## src/sbc_pkg.sv

```systemverilog
// shared constants, pipeline word type and helper functions for the bcd calendar
package sbc_pkg;

  // second counts
  localparam logic [31:0] UTC_OFFSET = 32'd946684800;
  localparam logic [31:0] QUAD_SECS  = 32'd126230400;
  localparam logic [16:0] DAY_SECS   = 17'd86400;
  localparam logic [11:0] HOUR_SECS  = 12'd3600;
  localparam logic [5:0]  MIN_SECS   = 6'd60;

  // reciprocals for division by constants; the estimate is low by at most one
  localparam logic [13:0] QUAD_RECIP = 14'd8710;    // floor(2^40 / 126230400)
  localparam logic [19:0] DAY_RECIP  = 20'd795364;  // floor(2^36 / 86400)
  localparam logic [10:0] HOUR_RECIP = 11'd1165;    // floor(2^22 / 3600)
  localparam logic [12:0] MIN_RECIP  = 13'd4369;    // floor(2^18 / 60)
  localparam logic [7:0]  BCD_RECIP  = 8'd205;      // floor(n / 10) = (n * 205) >> 11

  // first day of years 1..3 within a four-year period
  localparam logic [10:0] YEAR1_START = 11'd366;
  localparam logic [10:0] YEAR2_START = 11'd731;
  localparam logic [10:0] YEAR3_START = 11'd1096;

  // word carried down the pipeline
  typedef struct packed {
    logic        valid;
    logic        unset;
    logic [31:0] secs;
    logic [5:0]  quads;
    logic [27:0] rem;
    logic [10:0] days;
    logic [17:0] tod;
    logic [7:0]  year;
    logic        leap;
    logic [8:0]  doy;
    logic [3:0]  mon;
    logic [4:0]  mday;
    logic [4:0]  hour;
    logic [12:0] rs;
    logic [5:0]  minute;
    logic [6:0]  sec;
  } pipe_t;

  // first day of month idx (0 = january) within the year
  function automatic logic [8:0] month_start(input logic leap, input logic [3:0] idx);
    logic [8:0] base;
    case (idx)
      4'd0:    base = 9'd0;
      4'd1:    base = 9'd31;
      4'd2:    base = 9'd59;
      4'd3:    base = 9'd90;
      4'd4:    base = 9'd120;
      4'd5:    base = 9'd151;
      4'd6:    base = 9'd181;
      4'd7:    base = 9'd212;
      4'd8:    base = 9'd243;
      4'd9:    base = 9'd273;
      4'd10:   base = 9'd304;
      4'd11:   base = 9'd334;
      default: base = 9'd365;
    endcase
    return base + {8'd0, leap & (idx >= 4'd2)};
  endfunction

  // two low decimal digits of an 8-bit value below 200
  function automatic logic [7:0] bcd8(input logic [7:0] n);
    logic [15:0] prod;
    logic [4:0]  tens;
    logic [3:0]  tens_digit;
    logic [7:0]  ones;
    prod = 16'(n) * 16'(BCD_RECIP);
    tens = prod[15:11];
    ones = n - 8'(tens) * 8'd10;
    tens_digit = (tens >= 5'd10) ? 4'(tens - 5'd10) : tens[3:0];
    return {tens_digit, ones[3:0]};
  endfunction

endpackage

```

## src/sbc_in_if.sv

```systemverilog
// input channel: mode and second count
interface sbc_in_if;
  logic        valid;
  logic        ready;
  logic        func;
  logic [31:0] seconds;

  modport source (output valid, func, seconds, input ready);
  modport sink   (input valid, func, seconds, output ready);
endinterface

```

## src/sbc_out_if.sv

```systemverilog
// output channel: six bcd calendar fields
interface sbc_out_if;
  logic       valid;
  logic       ready;
  logic [7:0] year_bcd;
  logic [4:0] month_bcd;
  logic [5:0] day_bcd;
  logic [5:0] hour_bcd;
  logic [6:0] minute_bcd;
  logic [6:0] second_bcd;

  modport source (output valid, year_bcd, month_bcd, day_bcd, hour_bcd, minute_bcd,
                  second_bcd, input ready);
  modport sink   (input valid, year_bcd, month_bcd, day_bcd, hour_bcd, minute_bcd,
                  second_bcd, output ready);
endinterface

```

## src/sbc_quad_div.sv

```systemverilog
// epoch adjust and split of the count into four-year periods and remainder
module sbc_quad_div (
  input  logic                clk,
  input  logic                rst,
  input  logic                en,
  input  logic                in_valid,
  input  logic                func,
  input  logic [31:0]         seconds,
  output sbc_pkg::pipe_t      q
);

  sbc_pkg::pipe_t st_a, st_a_next;
  sbc_pkg::pipe_t st_b, st_b_next;
  sbc_pkg::pipe_t st_c, st_c_next;
  sbc_pkg::pipe_t st_d, st_d_next;

  // stage a: utc offset and unset detect
  always_comb begin
    st_a_next = '0;
    st_a_next.valid = in_valid;
    st_a_next.unset = func && (seconds == 32'd0);
    st_a_next.secs  = func ? seconds - sbc_pkg::UTC_OFFSET : seconds;
  end

  // stage b: quotient estimate by reciprocal
  always_comb begin
    logic [45:0] qprod;
    qprod = 46'(st_a.secs) * 46'(sbc_pkg::QUAD_RECIP);
    st_b_next = st_a;
    st_b_next.quads = qprod[45:40];
  end

  // stage c: remainder of the estimate
  always_comb begin
    logic [31:0] back;
    back = 32'(st_b.quads) * sbc_pkg::QUAD_SECS;
    st_c_next = st_b;
    st_c_next.rem = 28'(st_b.secs - back);
  end

  // stage d: one correction step
  always_comb begin
    st_d_next = st_c;
    if (st_c.rem >= 28'(sbc_pkg::QUAD_SECS)) begin
      st_d_next.quads = st_c.quads + 6'd1;
      st_d_next.rem   = st_c.rem - 28'(sbc_pkg::QUAD_SECS);
    end
  end

  // stage registers
  always_ff @(posedge clk) begin
    if (rst) begin
      st_a.valid <= 1'b0;
      st_b.valid <= 1'b0;
      st_c.valid <= 1'b0;
      st_d.valid <= 1'b0;
    end else if (en) begin
      st_a <= st_a_next;
      st_b <= st_b_next;
      st_c <= st_c_next;
      st_d <= st_d_next;
    end
  end

  assign q = st_d;

endmodule

```

## src/sbc_day_split.sv

```systemverilog
// day number and time of day, then year within period, month and day of month
module sbc_day_split (
  input  logic           clk,
  input  logic           rst,
  input  logic           en,
  input  sbc_pkg::pipe_t d,
  output sbc_pkg::pipe_t q
);

  sbc_pkg::pipe_t st_e, st_e_next;
  sbc_pkg::pipe_t st_f, st_f_next;
  sbc_pkg::pipe_t st_g, st_g_next;
  sbc_pkg::pipe_t st_h, st_h_next;
  sbc_pkg::pipe_t st_i, st_i_next;

  // stage e: day estimate by reciprocal
  always_comb begin
    logic [46:0] dprod;
    dprod = 47'(d.rem[26:0]) * 47'(sbc_pkg::DAY_RECIP);
    st_e_next = d;
    st_e_next.days = dprod[46:36];
  end

  // stage f: time of day for the estimate
  always_comb begin
    logic [27:0] back;
    logic [27:0] diff;
    back = 28'(st_e.days) * 28'(sbc_pkg::DAY_SECS);
    diff = st_e.rem - back;
    st_f_next = st_e;
    st_f_next.tod = diff[17:0];
  end

  // stage g: one correction step
  always_comb begin
    st_g_next = st_f;
    if (st_f.tod >= 18'(sbc_pkg::DAY_SECS)) begin
      st_g_next.days = st_f.days + 11'd1;
      st_g_next.tod  = st_f.tod - 18'(sbc_pkg::DAY_SECS);
    end
  end

  // stage h: year within the period, first year is leap
  always_comb begin
    logic [1:0]  y;
    logic [10:0] ys;
    logic [10:0] diff;
    if (st_g.days >= sbc_pkg::YEAR3_START) begin
      y  = 2'd3;
      ys = sbc_pkg::YEAR3_START;
    end else if (st_g.days >= sbc_pkg::YEAR2_START) begin
      y  = 2'd2;
      ys = sbc_pkg::YEAR2_START;
    end else if (st_g.days >= sbc_pkg::YEAR1_START) begin
      y  = 2'd1;
      ys = sbc_pkg::YEAR1_START;
    end else begin
      y  = 2'd0;
      ys = 11'd0;
    end
    diff = st_g.days - ys;
    st_h_next = st_g;
    st_h_next.year = {st_g.quads, y};
    st_h_next.leap = (y == 2'd0);
    st_h_next.doy  = diff[8:0];
  end

  // stage i: month by parallel compares, then day of month
  always_comb begin
    logic [3:0] cnt;
    logic [8:0] dm;
    cnt = 4'd0;
    for (int k = 1; k < 12; k++) begin
      cnt = cnt + {3'd0, (st_h.doy >= sbc_pkg::month_start(st_h.leap, 4'(k)))};
    end
    dm = st_h.doy - sbc_pkg::month_start(st_h.leap, cnt) + 9'd1;
    st_i_next = st_h;
    st_i_next.mon  = cnt + 4'd1;
    st_i_next.mday = dm[4:0];
  end

  // stage registers
  always_ff @(posedge clk) begin
    if (rst) begin
      st_e.valid <= 1'b0;
      st_f.valid <= 1'b0;
      st_g.valid <= 1'b0;
      st_h.valid <= 1'b0;
      st_i.valid <= 1'b0;
    end else if (en) begin
      st_e <= st_e_next;
      st_f <= st_f_next;
      st_g <= st_g_next;
      st_h <= st_h_next;
      st_i <= st_i_next;
    end
  end

  assign q = st_i;

endmodule

```

## src/sbc_tod_split.sv

```systemverilog
// time of day into hour, minute and second
module sbc_tod_split (
  input  logic           clk,
  input  logic           rst,
  input  logic           en,
  input  sbc_pkg::pipe_t d,
  output sbc_pkg::pipe_t q
);

  sbc_pkg::pipe_t st_j, st_j_next;
  sbc_pkg::pipe_t st_k, st_k_next;
  sbc_pkg::pipe_t st_l, st_l_next;
  sbc_pkg::pipe_t st_m, st_m_next;
  sbc_pkg::pipe_t st_n, st_n_next;
  sbc_pkg::pipe_t st_o, st_o_next;

  // stage j: hour estimate
  always_comb begin
    logic [26:0] hprod;
    hprod = 27'(d.tod[16:0]) * 27'(sbc_pkg::HOUR_RECIP);
    st_j_next = d;
    st_j_next.hour = hprod[26:22];
  end

  // stage k: seconds within the hour, raw
  always_comb begin
    logic [17:0] back;
    logic [17:0] diff;
    back = 18'(st_j.hour) * 18'(sbc_pkg::HOUR_SECS);
    diff = st_j.tod - back;
    st_k_next = st_j;
    st_k_next.rs = diff[12:0];
  end

  // stage l: hour correction
  always_comb begin
    st_l_next = st_k;
    if (st_k.rs >= 13'(sbc_pkg::HOUR_SECS)) begin
      st_l_next.hour = st_k.hour + 5'd1;
      st_l_next.rs   = st_k.rs - 13'(sbc_pkg::HOUR_SECS);
    end
  end

  // stage m: minute estimate
  always_comb begin
    logic [23:0] mprod;
    mprod = 24'(st_l.rs[11:0]) * 24'(sbc_pkg::MIN_RECIP);
    st_m_next = st_l;
    st_m_next.minute = mprod[23:18];
  end

  // stage n: seconds within the minute, raw
  always_comb begin
    logic [12:0] back;
    logic [12:0] diff;
    back = 13'(st_m.minute) * 13'(sbc_pkg::MIN_SECS);
    diff = st_m.rs - back;
    st_n_next = st_m;
    st_n_next.sec = diff[6:0];
  end

  // stage o: minute correction
  always_comb begin
    st_o_next = st_n;
    if (st_n.sec >= 7'(sbc_pkg::MIN_SECS)) begin
      st_o_next.minute = st_n.minute + 6'd1;
      st_o_next.sec    = st_n.sec - 7'(sbc_pkg::MIN_SECS);
    end
  end

  // stage registers
  always_ff @(posedge clk) begin
    if (rst) begin
      st_j.valid <= 1'b0;
      st_k.valid <= 1'b0;
      st_l.valid <= 1'b0;
      st_m.valid <= 1'b0;
      st_n.valid <= 1'b0;
      st_o.valid <= 1'b0;
    end else if (en) begin
      st_j <= st_j_next;
      st_k <= st_k_next;
      st_l <= st_l_next;
      st_m <= st_m_next;
      st_n <= st_n_next;
      st_o <= st_o_next;
    end
  end

  assign q = st_o;

endmodule

```

## src/seconds_to_bcd_calendar.sv

```systemverilog
// top level: second count to bcd date and time, sixteen-stage pipeline
//
//   port  | dir | payload                                   | handshake
//   din   | in  | func, seconds                             | valid/ready
//   dout  | out | year/month/day/hour/minute/second in bcd  | valid/ready
//
// one word per cycle in and out while dout is taken; the stages form the chain of
// reciprocal multiply, back-multiply and correction steps for each divisor.
// rst is synchronous and clears only the stage valid bits.
// while dout holds a word that is not taken, every stage freezes and din.ready
// drops; nothing is lost or repeated.
module seconds_to_bcd_calendar (
  input logic       clk,
  input logic       rst,
  sbc_in_if.sink    din,
  sbc_out_if.source dout
);

  sbc_pkg::pipe_t quad_q;
  sbc_pkg::pipe_t day_q;
  sbc_pkg::pipe_t tod_q;

  logic       adv;
  logic       out_valid;
  logic [7:0] year_r;
  logic [4:0] month_r;
  logic [5:0] day_r;
  logic [5:0] hour_r;
  logic [6:0] minute_r;
  logic [6:0] second_r;
  logic [7:0] month_w;
  logic [7:0] day_w;
  logic [7:0] hour_w;
  logic [7:0] minute_w;
  logic [7:0] second_w;

  // whole pipe moves when the output register is free or being taken
  assign adv       = !out_valid || dout.ready;
  assign din.ready = adv;

  sbc_quad_div u_quad (
    .clk      (clk),
    .rst      (rst),
    .en       (adv),
    .in_valid (din.valid),
    .func     (din.func),
    .seconds  (din.seconds),
    .q        (quad_q)
  );

  sbc_day_split u_day (
    .clk (clk),
    .rst (rst),
    .en  (adv),
    .d   (quad_q),
    .q   (day_q)
  );

  sbc_tod_split u_tod (
    .clk (clk),
    .rst (rst),
    .en  (adv),
    .d   (day_q),
    .q   (tod_q)
  );

  // bcd conversion of the finished fields
  assign month_w  = sbc_pkg::bcd8({4'd0, tod_q.mon});
  assign day_w    = sbc_pkg::bcd8({3'd0, tod_q.mday});
  assign hour_w   = sbc_pkg::bcd8({3'd0, tod_q.hour});
  assign minute_w = sbc_pkg::bcd8({2'd0, tod_q.minute});
  assign second_w = sbc_pkg::bcd8({1'b0, tod_q.sec});

  // output register, all zero for unset utc
  always_ff @(posedge clk) begin
    if (rst) begin
      out_valid <= 1'b0;
    end else if (adv) begin
      out_valid <= tod_q.valid;
    end
    if (adv) begin
      if (tod_q.unset) begin
        year_r   <= 8'd0;
        month_r  <= 5'd0;
        day_r    <= 6'd0;
        hour_r   <= 6'd0;
        minute_r <= 7'd0;
        second_r <= 7'd0;
      end else begin
        year_r   <= sbc_pkg::bcd8(tod_q.year);
        month_r  <= month_w[4:0];
        day_r    <= day_w[5:0];
        hour_r   <= hour_w[5:0];
        minute_r <= minute_w[6:0];
        second_r <= second_w[6:0];
      end
    end
  end

  assign dout.valid      = out_valid;
  assign dout.year_bcd   = year_r;
  assign dout.month_bcd  = month_r;
  assign dout.day_bcd    = day_r;
  assign dout.hour_bcd   = hour_r;
  assign dout.minute_bcd = minute_r;
  assign dout.second_bcd = second_r;

`ifndef ASSERT_OFF
  // a zero month only comes with the all-zero unset word
  a_unset_all_zero: assert property (@(posedge clk) disable iff (rst)
    (dout.valid && dout.month_bcd == 5'd0) |->
      (dout.day_bcd == 6'd0 && dout.year_bcd == 8'd0 && dout.hour_bcd == 6'd0 &&
       dout.minute_bcd == 7'd0 && dout.second_bcd == 7'd0))
    else $error("month zero without unset word");

  // month and day are legal bcd in range
  a_date_range: assert property (@(posedge clk) disable iff (rst)
    dout.valid |-> (dout.month_bcd[3:0] <= 4'd9 &&
                    (dout.month_bcd[4] == 1'b0 || dout.month_bcd[3:0] <= 4'd2) &&
                    dout.day_bcd[3:0] <= 4'd9 &&
                    (dout.day_bcd[5:4] <= 2'd2 || dout.day_bcd[3:0] <= 4'd1)))
    else $error("date field out of range");

  // hour below 24 after the hour correction
  a_hour_range: assert property (@(posedge clk) disable iff (rst)
    dout.valid |-> (dout.hour_bcd[3:0] <= 4'd9 && dout.hour_bcd[5:4] <= 2'd2 &&
                    (dout.hour_bcd[5:4] != 2'd2 || dout.hour_bcd[3:0] <= 4'd3)))
    else $error("hour out of range");

  // minute and second below 60
  a_min_sec_range: assert property (@(posedge clk) disable iff (rst)
    dout.valid |-> (dout.minute_bcd[3:0] <= 4'd9 && dout.minute_bcd[6:4] <= 3'd5 &&
                    dout.second_bcd[3:0] <= 4'd9 && dout.second_bcd[6:4] <= 3'd5))
    else $error("minute or second out of range");
`endif

endmodule
```

## src/flat_wrapper.sv

```systemverilog
// flat-port wrapper written by rule: the top's interface ports become plain ports
module seconds_to_bcd_calendar_flat 
  (clk, rst, din_valid, din_func, din_seconds, din_ready, dout_valid, dout_year_bcd, dout_month_bcd, dout_day_bcd, dout_hour_bcd, dout_minute_bcd, dout_second_bcd, dout_ready);
  sbc_in_if din_i ();
  sbc_out_if dout_i ();
  input logic clk;
  input logic rst;
  input wire logic [$bits(din_i.valid)-1:0] din_valid;
  input wire logic [$bits(din_i.func)-1:0] din_func;
  input wire logic [$bits(din_i.seconds)-1:0] din_seconds;
  output wire logic [$bits(din_i.ready)-1:0] din_ready;
  output wire logic [$bits(dout_i.valid)-1:0] dout_valid;
  output wire logic [$bits(dout_i.year_bcd)-1:0] dout_year_bcd;
  output wire logic [$bits(dout_i.month_bcd)-1:0] dout_month_bcd;
  output wire logic [$bits(dout_i.day_bcd)-1:0] dout_day_bcd;
  output wire logic [$bits(dout_i.hour_bcd)-1:0] dout_hour_bcd;
  output wire logic [$bits(dout_i.minute_bcd)-1:0] dout_minute_bcd;
  output wire logic [$bits(dout_i.second_bcd)-1:0] dout_second_bcd;
  input wire logic [$bits(dout_i.ready)-1:0] dout_ready;
  assign din_i.valid = din_valid;
  assign din_i.func = din_func;
  assign din_i.seconds = din_seconds;
  assign din_ready = din_i.ready;
  assign dout_valid = dout_i.valid;
  assign dout_year_bcd = dout_i.year_bcd;
  assign dout_month_bcd = dout_i.month_bcd;
  assign dout_day_bcd = dout_i.day_bcd;
  assign dout_hour_bcd = dout_i.hour_bcd;
  assign dout_minute_bcd = dout_i.minute_bcd;
  assign dout_second_bcd = dout_i.second_bcd;
  assign dout_i.ready = dout_ready;
  seconds_to_bcd_calendar u_core (.clk(clk), .rst(rst), .din(din_i), .dout(dout_i));
endmodule
```

## config.mk

```make
export PLATFORM = sky130hd
export DESIGN_NAME = seconds_to_bcd_calendar_flat
export DESIGN_NICKNAME = d
export VERILOG_FILES = /design/src/sbc_pkg.sv /design/src/sbc_in_if.sv /design/src/sbc_out_if.sv /design/src/sbc_quad_div.sv /design/src/sbc_day_split.sv /design/src/sbc_tod_split.sv /design/src/seconds_to_bcd_calendar.sv /design/src/flat_wrapper.sv
export SDC_FILE = /design/constraint.sdc
export NUM_CORES = 2
export LEC_CHECK = 0
export BUFFER_PORTS_ARGS = -buffer_cell sky130_fd_sc_hd__buf_2
export CAP_MARGIN = 15
export CORE_UTILIZATION = 60
export CTS_BUF_LIST = sky130_fd_sc_hd__clkbuf_2
export CTS_CLUSTER_SIZE = 16
export DETAILED_ROUTE_END_ITERATION = 12
export PLACE_DENSITY = 0.77
export SYNTH_ARGS = -nofsm -noshare
export SYNTH_HDL_FRONTEND = slang
export SYNTH_SLANG_ARGS = --single-unit
```

## constraint.sdc

```tcl
create_clock -name clk -period 78.7 [get_ports clk]
set_clock_uncertainty 0.1 [all_clocks]
set_input_delay 19.675 -clock clk [delete_from_list [all_inputs] [get_ports clk]]
set_output_delay 19.675 -clock clk [all_outputs]
set_load 0.05 [all_outputs]
```

==> flow_metrics.tcl <==
set metrics [dict create \
    grt_antenna_before_repair 3 \
    route.detailed.drc 0 \
    synth_xor_area_share_pct 4.84 \
    chipWidth_microns 271 \
    synth_cells 3497 \
    core_sq_mm 0.0716 \
    fp.dieArea_sq_mm 0.0737 \
    clock_path_buffers 3 \
    synth_top_flop_cell "edfxtp_1" \
    cp-endpoint "din_ready" \
    grt_max_degree 90 \
    htreeDepth 4 \
    finalHoldViolations 0 \
    status "finished, final reports clean" \
    hpwlAfterDp_microns 55500 \
    crit_path_start "dout_ready" \
    vias 25500 \
    critical-path-top-delay-family "buffers and inverters" \
    place.gp.congestion 0.852 \
    synth-simple-area-share_pct 5.50 \
    worst-path-stages 5 \
    cts_root_buf "clkbuf_2" \
    drt-total-wl_microns 71400 \
    yosysSeqAreaShare_pct 40.0 \
    cts_setup_buffers 0 \
    r2r_slack_ns 71.89 \
    path_cells "buf_2 -> nor2b_1 -> buf_4 -> inv_2 -> buf_2" \
    synth_mux_area_share_pct 0.273 \
    hp-class "flop to flop" \
    synth_cell_type_count 66 \
    ys_async_sr_fraction_pct 0 \
    drtPass1Iterations 5 \
    grt_overflow 0 \
    finalSetupTns_ns 0 \
    cp.buffers_inverters 4 \
    ctsResizeCount 0 \
    drt_iter0_drc 1023 \
    arrival_ns 21.14 \
    cts_tree "done" \
    drive_gt1_share_pct 8.71 \
    nets 4904 \
    start_util_pct 60.8 \
    relSlewSlack_pct 30.0 \
    clock-sinks 585 \
    numCtsBuffers 146 \
    max_stage_delay_ns 0.74 \
    synth_area_sq_mm 0.0436 \
    vias_per_cell 5.36 \
    multi_input_area_sq_mm 0.0239 \
    dieHeight_microns 271 \
    io_pins 78 \
    drv_cap 0 \
    port_buffers 77 \
    yosys_warnings 0 \
    clk_pin_slew_worst_paths_ns 0.11 \
    cpMaxStageDelayCell "inv_2" \
    final_common_cell "ha_1" \
    ys_ff_latch 585 \
    crit_required_ns 58.92 \
    synth_compound_area_share_pct 6.26 \
    cp_common_cell "buf_2" \
    final_cell_mix "ha_1 (873), inv_1 (576), edfxtp_1 (569)" \
    drtAntennaViolNets 0 \
    rows 98 \
    syn_to_final_growth_pct 6.76 \
    path_class "primary input to primary output" \
    clock_latency_ns 1.34 \
    seq_area_sq_mm 0.0174 \
    synth_edf_count 569 \
    synth_top_family_by_area "adder cells" \
    start_kind "primary input" \
    clock.fmax_ghz 0.0244 \
    syn_nets 4689 \
    crit_path_end_kind "primary output" \
    rsz0062_at_grt "false" \
    r2r-start "u_core.u_day.st_h[49]$_DFFE_PP_" \
    avgSynthCellArea_sq_um 12.5 \
    period_share_pct 52.0 \
    post-route-util_pct 64.9 \
    cp_max_fo 55 \
    grt_pass1_vias 26800 \
    r2r_cells 25 \
    max_slew.worst_pin.slew_ns 1.05 \
    routedWlPerCell_microns 15.0 \
    synthAdderAreaFrac_pct 38.0 \
    nFillCells 5410 \
    grt_pass1_wl_microns 122000 \
    slew_viol_final 0 \
    cts_hold_buf 0 \
    grtUsageTotal_pct 20.4 \
    r2r-end "u_core.u_day.q[35]$_DFFE_PP_" \
    finalSetupViolations 0 \
    fin_crit_ns 40.92 \
]
worst min path at each step:
stage,start,to,slack [ns],cells after the start
after CTS,u_core.u_tod.st_n[51]$_DFFE_PP_,u_core.u_tod.q[51]$_DFFE_PP_,0.25,0
after global placement,u_core.u_tod.st_m[38]$_DFFE_PP_,u_core.u_tod.st_n[38]$_DFFE_PP_,0.30,0
final,u_core.u_tod.st_n[51]$_DFFE_PP_,u_core.u_tod.q[51]$_DFFE_PP_,0.24,0
after detailed placement,u_core.u_day.st_h[62]$_DFFE_PP_,u_core.u_day.q[62]$_DFFE_PP_,0.30,0
after floorplan,u_core.u_day.st_h[153]$_DFFE_PP_,u_core.u_day.q[153]$_DFFE_PP_,0.30,0
after global routing,u_core.u_tod.st_n[51]$_DFFE_PP_,u_core.u_tod.q[51]$_DFFE_PP_,0.28,0
sequential cells by signal, indices dropped and copies added, names as in the netlist, 35 cells and up:
register and count:
u_core.u_day.st_e 37, u_core.u_tod.q 37, u_core.u_day.st_g 36, u_core.u_tod.st_m 37, u_core.u_tod.st_l 36, u_core.u_day.st_f 37, u_core.u_quad.st_b 36, u_core.u_quad.q 35
u_core.u_quad.st_c 36, u_core.u_day.st_h 37, u_core.u_tod.st_n 37, u_core.u_day.q 36, u_core.u_tod.st_k 37, u_core.u_tod.st_j 37
stage by stage:
stage                     instance area (sq um)  hold slack [ns]  std cells  worst slack (ns)
after global placement                    45100            0.301       4513             37.81
after CTS                                 46500            0.245       4762             37.78
after detailed placement                  45100            0.305       4513             37.78
after global routing                      46500            0.275       4768             37.64
final                                     46500            0.240       4769             37.78
after floorplan                           43600            0.300       3497             35.14
routing by layer:
| layer | track usage, % | part of all wire [%] | wire length, microns | up-vias |
|---|---|---|---|---|
| met5 | 0 | 0.018 | 13 | - |
| met4 | 6.87 | 2.1 | 1470 | 2 |
| met3 | 3.74 | 3.7 | 2640 | 126 |
| met2 | 36.2 | 51 | 36200 | 385 |
| met1 | 24.8 | 44 | 31100 | 12300 |
| li1 | - | - | - | 12800 |
cell usage after synthesis (7+ instances only):
| master | number | share of area [%] |
|---|---|---|
| mux2_2 | 7 | 0.18 |
| a211oi_1 | 10 | 0.17 |
| o21bai_1 | 11 | 0.19 |
| nand4_1 | 25 | 0.36 |
| a21oi_1 | 129 | 1.5 |
| nand3_1 | 47 | 0.54 |
| o21ai_0 | 73 | 0.84 |
| clkbuf_1 | 16 | 0.14 |
| xnor2_1 | 158 | 3.2 |
| nand2_1 | 151 | 1.3 |
| fa_1 | 282 | 13 |
| a21boi_0 | 8 | 0.14 |
| nor2b_1 | 39 | 0.56 |
| nor2_1 | 92 | 0.79 |
| and3_1 | 9 | 0.13 |
| or2_2 | 11 | 0.16 |
| or3_1 | 7 | 0.10 |
| xor2_1 | 80 | 1.6 |
| a31oi_1 | 17 | 0.24 |
| a21o_1 | 79 | 1.4 |
| o21a_1 | 17 | 0.29 |
| edfxtp_1 | 569 | 39 |
| nor3_1 | 31 | 0.36 |
| ha_1 | 873 | 25 |
| inv_1 | 577 | 5.0 |
| dfxtp_1 | 16 | 0.74 |
| and2_1 | 9 | 0.13 |
| o211ai_1 | 11 | 0.19 |
| nand2b_1 | 30 | 0.43 |
| nor4_1 | 17 | 0.24 |
kinds of logic (layout without fill, tap and decap cells):
family,after synthesis,after routing
AND/OR/NAND/NOR,489,489
adder cells (fa/ha/maj),1155,1155
multiplexers,11,11
other,0,6
buffers and inverters,597,913
XOR/XNOR,239,239
AO/OA/AOI/OAI,421,421
flip-flops,585,585
area by class of cell:
type	instances	area share (%)
clock inverter	53	0.788
inverter	577	4.66
tap	950	2.56
timing repair buffer	87	0.990
clock buffer	196	2.11
sequential	585	37.4
antenna	6	0.0323
multi-input combinational	2315	51.4
Power is left out: the tool's default activity adds up to more than one toggle a clock period on the data nets, which glitch-free logic cannot reach.
